File: config.mk
export PLATFORM = sky130hd
export DESIGN_NAME = line_receive_ring_buffer
export DESIGN_NICKNAME = d
export VERILOG_FILES = /design/src/rtl/lrrb_pkg.sv /design/src/rtl/lrrb_ram.sv /design/src/rtl/lrrb_cfg.sv /design/src/rtl/lrrb_ctrl.sv /design/src/rtl/line_receive_ring_buffer.sv
export VERILOG_INCLUDE_DIRS = /design/src /design/src/rtl
export SDC_FILE = /design/constraint.sdc
export NUM_CORES = 1
export LEC_CHECK = 0
export ABC_AREA = 1
export CAP_MARGIN = 10
export CORE_MARGIN = 10
export CORE_UTILIZATION = 60
export CTS_CLUSTER_DIAMETER = 150
export DETAILED_ROUTE_END_ITERATION = 12
export DONT_BUFFER_PORTS = 1
export GPL_TIMING_DRIVEN = 1
export PLACE_DENSITY = 0.76
export SLEW_MARGIN = 15
export SYNTH_ARGS = -nofsm -noshare
export SYNTH_HDL_FRONTEND = slang
export SYNTH_SLANG_ARGS = --single-unit
File: constraint.sdc
create_clock -name clk_i -period 6.7 [get_ports clk_i]
set_input_delay 1.005 -clock clk_i [delete_from_list [all_inputs] [get_ports clk_i]]
set_output_delay 1.005 -clock clk_i [all_outputs]
set_load 0.02 [all_outputs]
File: src/rtl/line_receive_ring_buffer_defines.svh
// Assertion macros shared by the receive ring buffer RTL.
// Depends on nothing; included by the modules that carry assertions.
`ifndef LINE_RECEIVE_RING_BUFFER_DEFINES_SVH
`define LINE_RECEIVE_RING_BUFFER_DEFINES_SVH

`ifndef SYNTHESIS
// Property must hold at every clock edge outside reset.
`define LRRB_ASSERT(lbl, clk, rst_n, prop, msg) \
  lbl: assert property (@(posedge clk) disable iff (!rst_n) (prop)) else $error(msg);
// Condition must never be seen at a clock edge outside reset.
`define LRRB_ASSERT_NEVER(lbl, clk, rst_n, prop, msg) \
  lbl: assert property (@(posedge clk) disable iff (!rst_n) !(prop)) else $error(msg);
`else
`define LRRB_ASSERT(lbl, clk, rst_n, prop, msg)
`define LRRB_ASSERT_NEVER(lbl, clk, rst_n, prop, msg)
`endif

`endif

File: src/rtl/lrrb_pkg.sv
// Package for the receive ring buffer: field widths, codes and payload types.
// Depends on nothing; imported by every module of the block but lrrb_ram.
`default_nettype none

package lrrb_pkg;

  localparam int RING_DEPTH_DEF = 64;

  localparam int ACTION_W = 3;
  localparam int BYTE_W   = 8;
  localparam int LEN_W    = 7;
  localparam int COUNT_W  = 6;
  localparam int STATUS_W = 2;

  localparam int APB_ADDR_W = 3;
  localparam int APB_DATA_W = 32;

  // Carriage return ends a line after reset.
  localparam logic [BYTE_W-1:0] DELIM_RESET = 8'd13;

  // Register index as seen in paddr[2].
  localparam logic REG_LINE_DELIM = 1'b0;

  typedef enum logic [ACTION_W-1:0] {
    ACT_PUSH      = 3'd0,
    ACT_READ      = 3'd1,
    ACT_PEEK      = 3'd2,
    ACT_READ_LINE = 3'd3,
    ACT_PEEK_LINE = 3'd4
  } action_e;

  typedef enum logic [STATUS_W-1:0] {
    ST_OK       = 2'd0,
    ST_EMPTY    = 2'd1,
    ST_TOO_LONG = 2'd2
  } status_e;

  typedef enum logic [1:0] {
    S_IDLE,
    S_CHECK,
    S_EMIT,
    S_STAT
  } state_e;

  typedef struct packed {
    logic [ACTION_W-1:0] action;
    logic [BYTE_W-1:0]   byte_in;
    logic [LEN_W-1:0]    length;
  } in_item_t;

  typedef struct packed {
    logic [BYTE_W-1:0]   data_byte;
    logic [COUNT_W-1:0]  count;
    logic [STATUS_W-1:0] status;
    logic                last;
  } out_item_t;

endpackage

`default_nettype wire

File: src/rtl/lrrb_ram.sv
// Generic single-port synchronous RAM with a registered read.
// Depends on nothing; used for the byte store of the ring buffer.
`default_nettype none

module lrrb_ram #(
  parameter int WIDTH = 8,
  parameter int DEPTH = 64,
  localparam int ADDR_W = $clog2(DEPTH)
) (
  input  wire logic              clk_i,
  input  wire logic              we_i,
  input  wire logic              re_i,
  input  wire logic [ADDR_W-1:0] addr_i,
  input  wire logic [WIDTH-1:0]  wdata_i,
  output logic      [WIDTH-1:0]  rdata_o
);

  logic [WIDTH-1:0] mem_q [DEPTH];
  logic [WIDTH-1:0] rdata_q;

  // The read data holds until the next read.
  always_ff @(posedge clk_i) begin
    if (we_i) begin
      mem_q[addr_i] <= wdata_i;
    end
    if (re_i) begin
      rdata_q <= mem_q[addr_i];
    end
  end

  assign rdata_o = rdata_q;

endmodule

`default_nettype wire

File: src/rtl/lrrb_cfg.sv
// APB register bank of the ring buffer: holds the line delimiter.
// Depends on lrrb_pkg.
`default_nettype none

module lrrb_cfg (
  input  wire logic                            clk_i,
  input  wire logic                            rst_ni,
  input  wire logic                            psel,
  input  wire logic                            penable,
  input  wire logic                            pwrite,
  input  wire logic [lrrb_pkg::APB_ADDR_W-1:0] paddr,
  input  wire logic [lrrb_pkg::APB_DATA_W-1:0] pwdata,
  output logic      [lrrb_pkg::APB_DATA_W-1:0] prdata,
  output logic                                 pready,
  output logic      [lrrb_pkg::BYTE_W-1:0]     delim_o
);

  import lrrb_pkg::*;

  logic [BYTE_W-1:0] delim_q, delim_d;
  logic              wr_en;
  logic              sel_delim;

  assign pready    = 1'b1;
  assign sel_delim = (paddr[2] == REG_LINE_DELIM);
  assign wr_en     = psel && penable && pwrite && pready;

  always_comb begin
    delim_d = delim_q;
    if (wr_en && sel_delim) begin
      delim_d = pwdata[BYTE_W-1:0];
    end
  end

  always_ff @(posedge clk_i or negedge rst_ni) begin
    if (!rst_ni) begin
      delim_q <= DELIM_RESET;
    end else begin
      delim_q <= delim_d;
    end
  end

  assign prdata  = sel_delim ? APB_DATA_W'(delim_q) : '0;
  assign delim_o = delim_q;

endmodule

`default_nettype wire

File: src/rtl/lrrb_ctrl.sv
// Sequencer of the ring buffer: pointers, line scan, byte emission, output register.
// Depends on lrrb_pkg and the assertion macros; drives the byte store RAM.
`default_nettype none
`include "line_receive_ring_buffer_defines.svh"

module lrrb_ctrl #(
  parameter int RING_DEPTH = lrrb_pkg::RING_DEPTH_DEF,
  localparam int PTR_W = $clog2(RING_DEPTH)
) (
  input  wire logic                        clk_i,
  input  wire logic                        rst_ni,
  input  wire logic                        in_valid_i,
  output logic                             in_ready_o,
  input  wire lrrb_pkg::in_item_t          in_data_i,
  output logic                             out_valid_o,
  input  wire logic                        out_ready_i,
  output lrrb_pkg::out_item_t              out_data_o,
  input  wire logic [lrrb_pkg::BYTE_W-1:0] delim_i,
  output logic                             ram_we_o,
  output logic                             ram_re_o,
  output logic      [PTR_W-1:0]            ram_addr_o,
  output logic      [lrrb_pkg::BYTE_W-1:0] ram_wdata_o,
  input  wire logic [lrrb_pkg::BYTE_W-1:0] ram_rdata_i
);

  import lrrb_pkg::*;

  localparam logic [PTR_W-1:0] LAST_IDX = PTR_W'(RING_DEPTH - 1);
  localparam logic [PTR_W:0]   DEPTH_P  = (PTR_W+1)'(RING_DEPTH);
  localparam logic [LEN_W-1:0] DEPTH_L  = LEN_W'(RING_DEPTH);

  function automatic logic [PTR_W-1:0] wrap_inc(input logic [PTR_W-1:0] p);
    logic [PTR_W-1:0] r;
    if (p == LAST_IDX) begin
      r = '0;
    end else begin
      r = p + 1'b1;
    end
    return r;
  endfunction

  state_e             state_q, state_d;
  logic [PTR_W-1:0]   wp_q, wp_d, rp_q, rp_d, ptr_q, ptr_d;
  logic [COUNT_W-1:0] cnt_q, cnt_d, rem_q, rem_d, ecnt_q, ecnt_d, scnt_q, scnt_d;
  logic [LEN_W-1:0]   lim_q, lim_d;
  logic               line_q, line_d, consume_q, consume_d;
  status_e            stat_q, stat_d;
  logic               out_valid_q, out_valid_d;
  out_item_t          out_q, out_d;

  logic [PTR_W:0]     used;
  logic               accept, out_free, is_delim, lim_hit, rem_one;
  logic [COUNT_W-1:0] cnt_inc;
  logic [PTR_W-1:0]   ptr_nxt;
  logic               dec_stat, dec_emit, dec_scan;
  status_e            dec_code;

  assign in_ready_o = (state_q == S_IDLE);
  assign accept     = in_valid_i && in_ready_o;
  assign out_free   = !out_valid_q || out_ready_i;

  assign used = (wp_q >= rp_q) ? ({1'b0, wp_q} - {1'b0, rp_q})
                               : ({1'b0, wp_q} + DEPTH_P - {1'b0, rp_q});

  assign is_delim = (ram_rdata_i == delim_i);
  assign lim_hit  = line_q && (LEN_W'(cnt_q) >= lim_q);
  assign cnt_inc  = cnt_q + 1'b1;
  assign ptr_nxt  = wrap_inc(ptr_q);
  assign rem_one  = (rem_q == COUNT_W'(1));

  // Request decode for the item offered in idle.
  always_comb begin
    dec_stat = 1'b0;
    dec_emit = 1'b0;
    dec_scan = 1'b0;
    dec_code = ST_EMPTY;
    unique case (in_data_i.action)
      ACT_PUSH: begin
      end
      ACT_READ, ACT_PEEK: begin
        if (in_data_i.length == '0) begin
          dec_stat = 1'b1;
        end else if (in_data_i.length >= DEPTH_L) begin
          dec_stat = 1'b1;
          dec_code = ST_TOO_LONG;
        end else if (in_data_i.length > LEN_W'(used)) begin
          dec_stat = 1'b1;
        end else begin
          dec_emit = 1'b1;
        end
      end
      ACT_READ_LINE: begin
        if (in_data_i.length == '0) begin
          dec_stat = 1'b1;
        end else if (in_data_i.length >= DEPTH_L) begin
          dec_stat = 1'b1;
          dec_code = ST_TOO_LONG;
        end else if (wp_q == rp_q) begin
          dec_stat = 1'b1;
        end else begin
          dec_scan = 1'b1;
        end
      end
      ACT_PEEK_LINE: begin
        if (wp_q == rp_q) begin
          dec_stat = 1'b1;
        end else begin
          dec_scan = 1'b1;
        end
      end
      default: begin
      end
    endcase
  end

  // Next state.
  always_comb begin
    state_d = state_q;
    unique case (state_q)
      S_IDLE: begin
        if (accept) begin
          priority if (dec_stat) begin
            state_d = S_STAT;
          end else if (dec_emit) begin
            state_d = S_EMIT;
          end else if (dec_scan) begin
            state_d = S_CHECK;
          end else begin
            state_d = S_IDLE;
          end
        end
      end
      S_CHECK: begin
        priority if (lim_hit) begin
          state_d = S_STAT;
        end else if (is_delim) begin
          state_d = line_q ? S_EMIT : S_STAT;
        end else if (ptr_nxt == wp_q) begin
          state_d = S_STAT;
        end else begin
          state_d = S_CHECK;
        end
      end
      S_EMIT: begin
        if (out_free && rem_one) begin
          state_d = S_IDLE;
        end
      end
      S_STAT: begin
        if (out_free) begin
          state_d = S_IDLE;
        end
      end
      default: state_d = S_IDLE;
    endcase
  end

  // Datapath, RAM access and output register loads.
  always_comb begin
    wp_d        = wp_q;
    rp_d        = rp_q;
    ptr_d       = ptr_q;
    cnt_d       = cnt_q;
    rem_d       = rem_q;
    ecnt_d      = ecnt_q;
    scnt_d      = scnt_q;
    lim_d       = lim_q;
    line_d      = line_q;
    consume_d   = consume_q;
    stat_d      = stat_q;
    ram_we_o    = 1'b0;
    ram_re_o    = 1'b0;
    ram_addr_o  = ptr_q;
    ram_wdata_o = in_data_i.byte_in;
    out_valid_d = out_valid_q && !out_ready_i;
    out_d       = out_q;
    unique case (state_q)
      S_IDLE: begin
        if (accept) begin
          if (in_data_i.action == ACT_PUSH) begin
            ram_we_o   = 1'b1;
            ram_addr_o = wp_q;
            wp_d       = wrap_inc(wp_q);
          end
          stat_d    = dec_code;
          scnt_d    = '0;
          ptr_d     = rp_q;
          cnt_d     = '0;
          lim_d     = in_data_i.length;
          rem_d     = in_data_i.length[COUNT_W-1:0];
          ecnt_d    = in_data_i.length[COUNT_W-1:0];
          consume_d = (in_data_i.action == ACT_READ);
          line_d    = (in_data_i.action == ACT_READ_LINE);
          if (dec_emit || dec_scan) begin
            ram_re_o   = 1'b1;
            ram_addr_o = rp_q;
          end
        end
      end
      S_CHECK: begin
        stat_d = ST_EMPTY;
        scnt_d = '0;
        if (!lim_hit) begin
          if (is_delim) begin
            if (line_q) begin
              // Line found: replay it from the read pointer and consume it.
              ram_re_o   = 1'b1;
              ram_addr_o = rp_q;
              ptr_d      = rp_q;
              rem_d      = cnt_inc;
              ecnt_d     = cnt_inc;
              consume_d  = 1'b1;
            end else begin
              stat_d = ST_OK;
              scnt_d = cnt_inc;
            end
          end else if (ptr_nxt != wp_q) begin
            ram_re_o   = 1'b1;
            ram_addr_o = ptr_nxt;
            ptr_d      = ptr_nxt;
            cnt_d      = cnt_inc;
          end
        end
      end
      S_EMIT: begin
        if (out_free) begin
          out_valid_d     = 1'b1;
          out_d.data_byte = ram_rdata_i;
          out_d.count     = ecnt_q;
          out_d.status    = ST_OK;
          out_d.last      = rem_one;
          if (rem_one) begin
            if (consume_q) begin
              rp_d = ptr_nxt;
            end
          end else begin
            ram_re_o   = 1'b1;
            ram_addr_o = ptr_nxt;
            ptr_d      = ptr_nxt;
            rem_d      = rem_q - 1'b1;
          end
        end
      end
      S_STAT: begin
        if (out_free) begin
          out_valid_d     = 1'b1;
          out_d.data_byte = '0;
          out_d.count     = scnt_q;
          out_d.status    = stat_q;
          out_d.last      = 1'b1;
        end
      end
      default: begin
      end
    endcase
  end

  always_ff @(posedge clk_i or negedge rst_ni) begin
    if (!rst_ni) begin
      state_q     <= S_IDLE;
      wp_q        <= '0;
      rp_q        <= '0;
      out_valid_q <= 1'b0;
    end else begin
      state_q     <= state_d;
      wp_q        <= wp_d;
      rp_q        <= rp_d;
      out_valid_q <= out_valid_d;
    end
  end

  always_ff @(posedge clk_i) begin
    ptr_q     <= ptr_d;
    cnt_q     <= cnt_d;
    rem_q     <= rem_d;
    ecnt_q    <= ecnt_d;
    scnt_q    <= scnt_d;
    lim_q     <= lim_d;
    line_q    <= line_d;
    consume_q <= consume_d;
    stat_q    <= stat_d;
    out_q     <= out_d;
  end

  assign out_valid_o = out_valid_q;
  assign out_data_o  = out_q;

  `LRRB_ASSERT(a_ptr_range, clk_i, rst_ni, (wp_q <= LAST_IDX) && (rp_q <= LAST_IDX), "pointer out of range")
  `LRRB_ASSERT(a_emit_rem, clk_i, rst_ni, (state_q == S_EMIT) |-> (rem_q != '0), "emit with no bytes left")
  `LRRB_ASSERT_NEVER(a_scan_head, clk_i, rst_ni, (state_q == S_CHECK) && (ptr_q == wp_q), "scan reached write pointer")
  `LRRB_ASSERT(a_rp_move, clk_i, rst_ni, !$stable(rp_q) |-> ($past(state_q) == S_EMIT), "read pointer moved outside emission")

endmodule

`default_nettype wire

File: src/rtl/line_receive_ring_buffer.sv
// Top level of the receive byte ring buffer with line reads.
// Depends on lrrb_pkg, lrrb_cfg, lrrb_ctrl and lrrb_ram.
//
// Usage: requests enter on the in channel (valid/ready) as an in_item_t with
// an action, a byte and a length; results leave on the out channel as
// out_item_t transactions, the final one of each request flagged by last.
// A push gives no result and leaves the sequencer idle; pushes can follow each
// other in every cycle. A read or peek of N bytes loads its first byte into
// the output register in the emit state once that register is free and then
// one byte per cycle while the receiver is ready, so it holds off the input
// until its last byte is in the output register. Line actions first scan
// the ring from the read pointer one byte per cycle through the single RAM
// port until the delimiter, the write pointer or a read line's length limit
// is met; a read line then replays the line byte by byte. Error answers
// leave from the status state entered on acceptance, a peek line answer from
// the status state entered after its scan. A new request is taken as soon as
// the last transaction of the previous one sits in the output register. When
// the receiver stalls, that register holds its transaction and the sequencer
// waits. Reset empties the ring (both pointers zero), clears the output valid
// and sets the delimiter to carriage return; only pushed bytes are ever read.
`default_nettype none

module line_receive_ring_buffer #(
  parameter int RING_DEPTH = lrrb_pkg::RING_DEPTH_DEF
) (
  input  wire logic                            clk_i,
  input  wire logic                            rst_ni,
  input  wire logic                            in_valid_i,
  output logic                                 in_ready_o,
  input  wire lrrb_pkg::in_item_t              in_data_i,
  output logic                                 out_valid_o,
  input  wire logic                            out_ready_i,
  output lrrb_pkg::out_item_t                  out_data_o,
  input  wire logic                            psel,
  input  wire logic                            penable,
  input  wire logic                            pwrite,
  input  wire logic [lrrb_pkg::APB_ADDR_W-1:0] paddr,
  input  wire logic [lrrb_pkg::APB_DATA_W-1:0] pwdata,
  output logic      [lrrb_pkg::APB_DATA_W-1:0] prdata,
  output logic                                 pready
);

  import lrrb_pkg::*;

  localparam int PTR_W = $clog2(RING_DEPTH);

  logic [BYTE_W-1:0] delim;
  logic              ram_we, ram_re;
  logic [PTR_W-1:0]  ram_addr;
  logic [BYTE_W-1:0] ram_wdata, ram_rdata;

  // Delimiter register behind the APB port.
  lrrb_cfg u_cfg (
    .clk_i   (clk_i),
    .rst_ni  (rst_ni),
    .psel    (psel),
    .penable (penable),
    .pwrite  (pwrite),
    .paddr   (paddr),
    .pwdata  (pwdata),
    .prdata  (prdata),
    .pready  (pready),
    .delim_o (delim)
  );

  // Sequencer: owns the pointers and the output register.
  lrrb_ctrl #(
    .RING_DEPTH (RING_DEPTH)
  ) u_ctrl (
    .clk_i       (clk_i),
    .rst_ni      (rst_ni),
    .in_valid_i  (in_valid_i),
    .in_ready_o  (in_ready_o),
    .in_data_i   (in_data_i),
    .out_valid_o (out_valid_o),
    .out_ready_i (out_ready_i),
    .out_data_o  (out_data_o),
    .delim_i     (delim),
    .ram_we_o    (ram_we),
    .ram_re_o    (ram_re),
    .ram_addr_o  (ram_addr),
    .ram_wdata_o (ram_wdata),
    .ram_rdata_i (ram_rdata)
  );

  // Byte store; reads and writes never fall in the same cycle.
  lrrb_ram #(
    .WIDTH (BYTE_W),
    .DEPTH (RING_DEPTH)
  ) u_ram (
    .clk_i   (clk_i),
    .we_i    (ram_we),
    .re_i    (ram_re),
    .addr_i  (ram_addr),
    .wdata_i (ram_wdata),
    .rdata_o (ram_rdata)
  );

endmodule

`default_nettype wire

## Word-level counts from Yosys, hierarchy flattened

Memory sizes are Yosys's and may differ from the RTL's. A register that Yosys moved wholly into a read port is not among the register bits.
Index checks and enable logic that the tools add are counted.
W data, S select, Z words.

- Word-level logic and storage cells: 176
- Memories kept: 1
- Memory bits (writable): 512
- Flip-flop bits (word level): 81

- Equal/unequal tests: 24
- Bitwise logic cells: 1
- Reductions and logical operators: 30
- Multiplexer cells: 91
- Add/subtract/negate cells: 7
- Order comparisons: 4

Memory list:

| memory | depth | width | rd ports | clocked after Yosys merged registers in | write ports | RTL line | source |
|---|---|---|---|---|---|---|---|
| u_ram.mem_q | 64 | 8 | 1 | 1 | 1 | lrrb_ram.sv:18 | `logic [WIDTH-1:0] mem_q [DEPTH];` |

Operators with widths:

| cell | number |
|---|---|
| $mux W6 | 25 |
| $pmux W6 S3 | 3 |
| $pmux W6 S2 | 3 |
| $mux W1 | 35 |
| $mux W17 | 2 |
| $pmux W17 S2 | 1 |
| $mux W2 | 14 |
| $add A6 B1 Y6 const B | 3 |
| $eq A6 B6 Y1 | 2 |
| $eq A6 B6 Y1 const B | 2 |
| $ne A2 B1 Y1 const B | 6 |
| $reduce_and A5 Y1 | 2 |
| $reduce_and A3 Y1 | 3 |
| $eq A8 B8 Y1 | 1 |
| $mux W8 | 1 |
| $ne A2 B2 Y1 const B | 4 |
| $pmux W2 S4 | 1 |
| $add A6 B7 Y7 const B | 1 |
| $ge A6 B7 Y1 | 1 |
| $ge A7 B7 Y1 const B | 1 |
| $gt A7 B7 Y1 | 1 |
| $logic_and A1 B1 Y1 | 7 |
| $logic_not A7 Y1 | 1 |
| $mux W7 | 1 |
| 26 further kinds | 36 |

## Longest topological paths before layout

- Word-level depth: 12
- Mapped depth: 38
- Depth with buffers taken out: 36

## Cells and area by module

A second synthesis with hierarchy kept.

- Cell total of the unflattened synthesis: 2905
- Area, all modules: 27712.8 um2

Modules (own cells, without submodules):

| module | area an instance (um2) | cells each | instances |
|---|---|---|---|
| lrrb_ram | 22063.7 | 2170 | 1 |
| lrrb_ctrl | 5036.1 | 654 | 1 |
| lrrb_cfg | 613.1 | 81 | 1 |

## Worst setup path before layout

No wires, ideal clock.

- Kind: register -> register
- From: register u_ctrl.rp_q[2]
- To: memory u_ram.mem_q[0][0], enable pin
- Data required time: 6330 ps
- Setup slack: 2075 ps
- Stages on the path, launching flop included: 31
- Period minus slack after synthesis: 4625 ps
- Library setup time: 370 ps
- Arrival time: 4255 ps
- Cells stage by stage: dfrtp_1 -> inv_1 -> ha_1 -> a21o_1 -> nor2_1 -> o21ai_0 -> a21oi_1 -> nand2_1 -> a211o_1 -> nand3_1 -> nand2_1 -> xnor2_1 -> ha_1 -> nand2_1 -> nor2_1 -> nand4_1 -> nand2_1 -> nand3_1 -> nand2_1 -> inv_1 -> nand2_1 -> nand2_1 -> nor2_1 -> nand3_2 -> nand2_2 -> inv_2 -> buf_6 -> buf_4 -> nor2_2 -> nand2_1 -> nor2_1

- Cells in the longest elaborated chain, start to end: 11

Ends and longest elaborated chain:

| item | RTL line | source |
|---|---|---|
| start, declared | lrrb_ctrl.sv:43 | `logic [PTR_W-1:0] wp_q, wp_d, rp_q, rp_d, ptr_q, ptr_d;` |
| start signal, assigned | lrrb_ctrl.sv:267 | `rp_q <= rp_d;` |
| $sub A7 B6 Y7, or another cell as far along | lrrb_ctrl.sv:63 | `: ({1'b0, wp_q} + DEPTH_P - {1'b0, rp_q});` |
| $mux W7 | lrrb_ctrl.sv:62 | `assign used = (wp_q >= rp_q) ? ({1'b0, wp_q} - {1'b0, rp_q})` |
| $gt A7 B7 Y1 | lrrb_ctrl.sv:86 | `end else if (in_data_i.length > LEN_W'(used)) begin` |
| $mux W1 | lrrb_ctrl.sv:86 |  |
| $mux W1 | lrrb_ctrl.sv:83 | `end else if (in_data_i.length >= DEPTH_L) begin` |
| $mux W1 | lrrb_ctrl.sv:81 | `if (in_data_i.length == '0) begin` |
| $mux W1 | lrrb_ctrl.sv:77 | `unique case (in_data_i.action)` |
| $logic_or A1 B1 Y1 | lrrb_ctrl.sv:194 | `if (dec_emit \|\| dec_scan) begin` |
| $mux W6 | lrrb_ctrl.sv:194 |  |
| $mux W6 | lrrb_ctrl.sv:179 | `if (accept) begin` |
| $pmux W6 S3 * | lrrb_ctrl.sv:177 | `unique case (state_q)` |
| end, declared | lrrb_ram.sv:18 |  |

Every way passes the cells marked *; elsewhere a longest branch is shown, timed or not.

## Worst setup path in the final report

- From: register u_ctrl.rp_q[2]
- To: memory u_ram.mem_q[52][3], enable pin

Same word-level chain as after synthesis.

==> flow_summary_export.csv <==
group,metric,value,unit
floorplan,core.rowCount,77,
floorplan,die_w,232.0,um
placement,place.gp.congestion,0.9082,
worst_setup_path,endpoint_kind,"flop",
pwr,p_leak,12.04,nW
worst_setup_path,cp-start-kind,"flop",
worst_setup_path,arrival,6.44,ns
synth,netlist_top_cells_count,"1160 x nand2_1, 578 x edfxtp_1, 227 x nand3_1, 171 x nor2_1, 100 x inv_1",
synth,synth_edf_count,578,
layout,nets,2760,
global_routing,grtUsageTotal,0.2376,
worst_setup_path,slowest_delay,0.87,ns
global_routing,overflow,0,
drt,first_iter_violations,2081,
synth,synth_top_area_frac,0.6435,
pwr,vdd_ir_drop_max,0.4459,mV
floorplan,die_h,232.0,um
worst_setup_path,ff2ff_path_depth,28,
placement,hpwl,38.99,mm
timing,fin_skew,0.01810,ns
timing,grt_setup_unrepaired,"no",
flow_run,cap_violations,0,
global_routing,grt_max_degree,102,
layout,seqCellArea,17940,um^2
timing,hold_slack,0.07533,ns
synth,synth_area_leaders,"edfxtp_1 64%, nand2_1 16%, nand3_1 4.2%, nor2_1 2.4%, dfrtp_1 1.9%",
synth,yosys.cell_types.count,39,
layout,final_cell_area,29320,um^2
floorplan,design.die.area,53830,um^2
worst_hold_path,hold_path_class,"in2async",
timing,maxSlewViolCount,0,
layout,finalNonFillerCells,3308,
worst_setup_path,path_max_fanout,47,
synth,synth.most_common_cell,"nand2_1",
worst_setup_path,critPathSlowestCell,"nor2_1",
drt,ant_nets,0,
global_routing,grt_pass1_vias,18087,
clock_network,cts_root_buf,"clkbuf_16",
synth,syn-instance-count,2671,
timing,hold_violations,0,
floorplan,io_pins,112,
layout,fillers,3285,
timing,max-slew-margin-rel,0.3255,
worst_setup_path,critPathMostFrequentCell,"nand2_1",
synth,synth.largest_area_cell,"edfxtp_1",
synth,ys_warn_count,0,
layout,diodes,0,
layout,drive_gt1_frac,0.06664,
drt,first_pass_iters,6,
worst_setup_path,required,6.93,ns
clock_network,clockBufferDepth,3,
timing,finalCritPeriodShare,0.9266,
clock_network,clk_latency,0.62,ns
drt,routed-via-count,18993,
global_routing,antenna_found_initial,0,
clock_network,cts_resized,0,
drt,post-route-drc-count,0,
timing,tns,0,ns
drt,wl_per_cell,19.61,um
timing,clock.fmax,0.1611,GHz
clock_network,post_cts_buffers,0,
layout,multi_input_area,7959,um^2
synth,ys_ff_latch,601,
layout,finish.utilization,0.6615,
placement,io_buffer_count,0,
floorplan,floorplan.initialDensity,0.6086,
drt,vias_per_cell,5.742,
clock_network,numCtsBuffers,58,
synth,synth_flop_cell,"edfxtp_1",
clock_network,cts_tree,"yes",
synth,synth-async-reset-ratio,0.03827,
drt,totalWireLength,64.88,mm
worst_setup_path,worst-setup-path-type,"reg2reg",
timing,setup_viol,0,
layout,area_delta_synth_final,8.703,%
timing,period_needed,6.208,ns
synth,seq_area_frac_synth,0.6650,
clock_network,postCtsHoldBufs,0,
global_routing,grt_pass1_wl,100.2,mm
clock_network,h-tree-depth,2,
placement,dp.cells,3202,
clock_network,cts_num_sinks,601,
synth,synth_area_per_cell,10.10,um^2
clock_network,clk_transition_reported_paths,0.06,ns
outcome,status,"complete, no violations",
timing,worst_slew_pin_slew,1.012,ns
floorplan,coreArea,44320,um^2
synth,syn_area,26970,um^2
placement,post_dp_cell_area,27520,um^2
pwr,p_per_area,501.7,nW/um^2
## power breakdown
part / internal [mW] / switching, mW / total, mW
registers: 4.51 / 0.212 / 4.72
logic: 1.83 / 5.07 / 6.90
clock network: 1.72 / 1.36 / 3.08
## per-stage QoR
step / setup slack, ns / power [mW]
4_1_cts: 0.5265 / 14.61
3_3_place_gp: 0.6932 / 11.38
5_1_grt: 0.06230 / 15.67
3_5_place_dp: 0.5667 / 11.54
2_1_floorplan: 2.075 / 9.715
6_report: 0.4919 / 14.71
## cells by family after synthesis
group                      count (synthesis)  synth area share
other                                      2         0.0002784
buffers and inverters                    258           0.04528
AOI/OAI and AO/OA                        167           0.03340
adders and majority gates                 30           0.01420
and+or+nand+nor                         1600            0.2376
xor gates and xnor gates                  13          0.004222
DFF                                      601            0.6650
## flip-flops by register name, indices dropped and copies added (netlist names), 7 cells and up
register           count
u_ram.mem_q          512
u_ctrl.out_data_o     17
u_cfg.delim_o          8
u_ram.rdata_o          8
u_ctrl.lim_q           7
## final timing paths
kind	slack, ns	endpoint	startpoint
worst max-delay path	0.49	u_ram.mem_q[52][3]$_DFFE_PP_	u_ctrl.rp_q[2]$_DFFE_PN0P_
worst min-delay path	0.08	u_ctrl.out_valid_o$_DFF_PN0_	rst_ni
worst max register to register	0.49	u_ram.mem_q[52][3]$_DFFE_PP_	u_ctrl.rp_q[2]$_DFFE_PN0P_
worst min register to register	0.49	u_cfg.delim_o[3]$_DFFE_PN1P_	u_cfg.delim_o[3]$_DFFE_PN1P_
max in group asynchronous	6.43	u_cfg.delim_o[2]$_DFFE_PN1P_	rst_ni
min in group clk_i	0.48	u_ctrl.lim_q[5]$_DFFE_PP_	in_data_i[5]
## area by class of cell
class	count	area share
clock inverter	29	0.006273
clock buffer	77	0.05480
tap	592	0.02526
inverter	117	0.01498
timing repair buffer	57	0.01545
multi-input combinational	1835	0.2715
sequential	601	0.6118
## worst max-delay path, delay by kind of cell, from the launching register on
kind,cells,cell delay (ns)
adders and majority gates,2,0.67
buffers and inverters,3,0.29
AOI/OAI and AO/OA,4,0.78
DFF,1,0.38
and+or+nand+nor,18,3.53
xor gates and xnor gates,1,0.15
## metal layers
layer,vias up,track usage,wire length (um)
li1,8891,-,-
met1,9070,0.3157,25990
met5,-,0,0
met3,149,0.03787,5542
met4,0,0.09986,2216
met2,883,0.3847,31140
## placed cells by master (no fill, tap or decap), types with 2 or more instances in the layout
cell type / netlist / layout
nor3_1: 4 / 4
o21bai_1: 2 / 2
clkinv_4: 0 / 3
o211ai_1: 6 / 6
nand3b_1: 2 / 2
clkinv_1: 2 / 8
nor2_2: 8 / 7
clkinvlp_4: 0 / 4
buf_12: 0 / 2
nand3_2: 4 / 3
clkbuf_8: 0 / 2
xnor2_1: 9 / 9
conb_1: 2 / 25
nand4_1: 19 / 19
clkinv_2: 0 / 15
o21ai_1: 51 / 51
dfstp_2: 3 / 3
clkbuf_1: 42 / 14
inv_1: 100 / 100
clkbuf_16: 0 / 61
inv_2: 15 / 15
edfxtp_1: 578 / 578
dfrtp_1: 20 / 20
buf_4: 45 / 55
a31oi_1: 11 / 10
ha_1: 29 / 29
nand3_1: 227 / 227
nor2_1: 171 / 170
a22oi_1: 5 / 5
a21o_1: 2 / 2
nand2_1: 1160 / 1159
o21ai_0: 52 / 52
xor2_1: 4 / 4
a21oi_1: 35 / 34
nor2_4: 0 / 2
No activity file was read; power rests on OpenSTA's default activity.
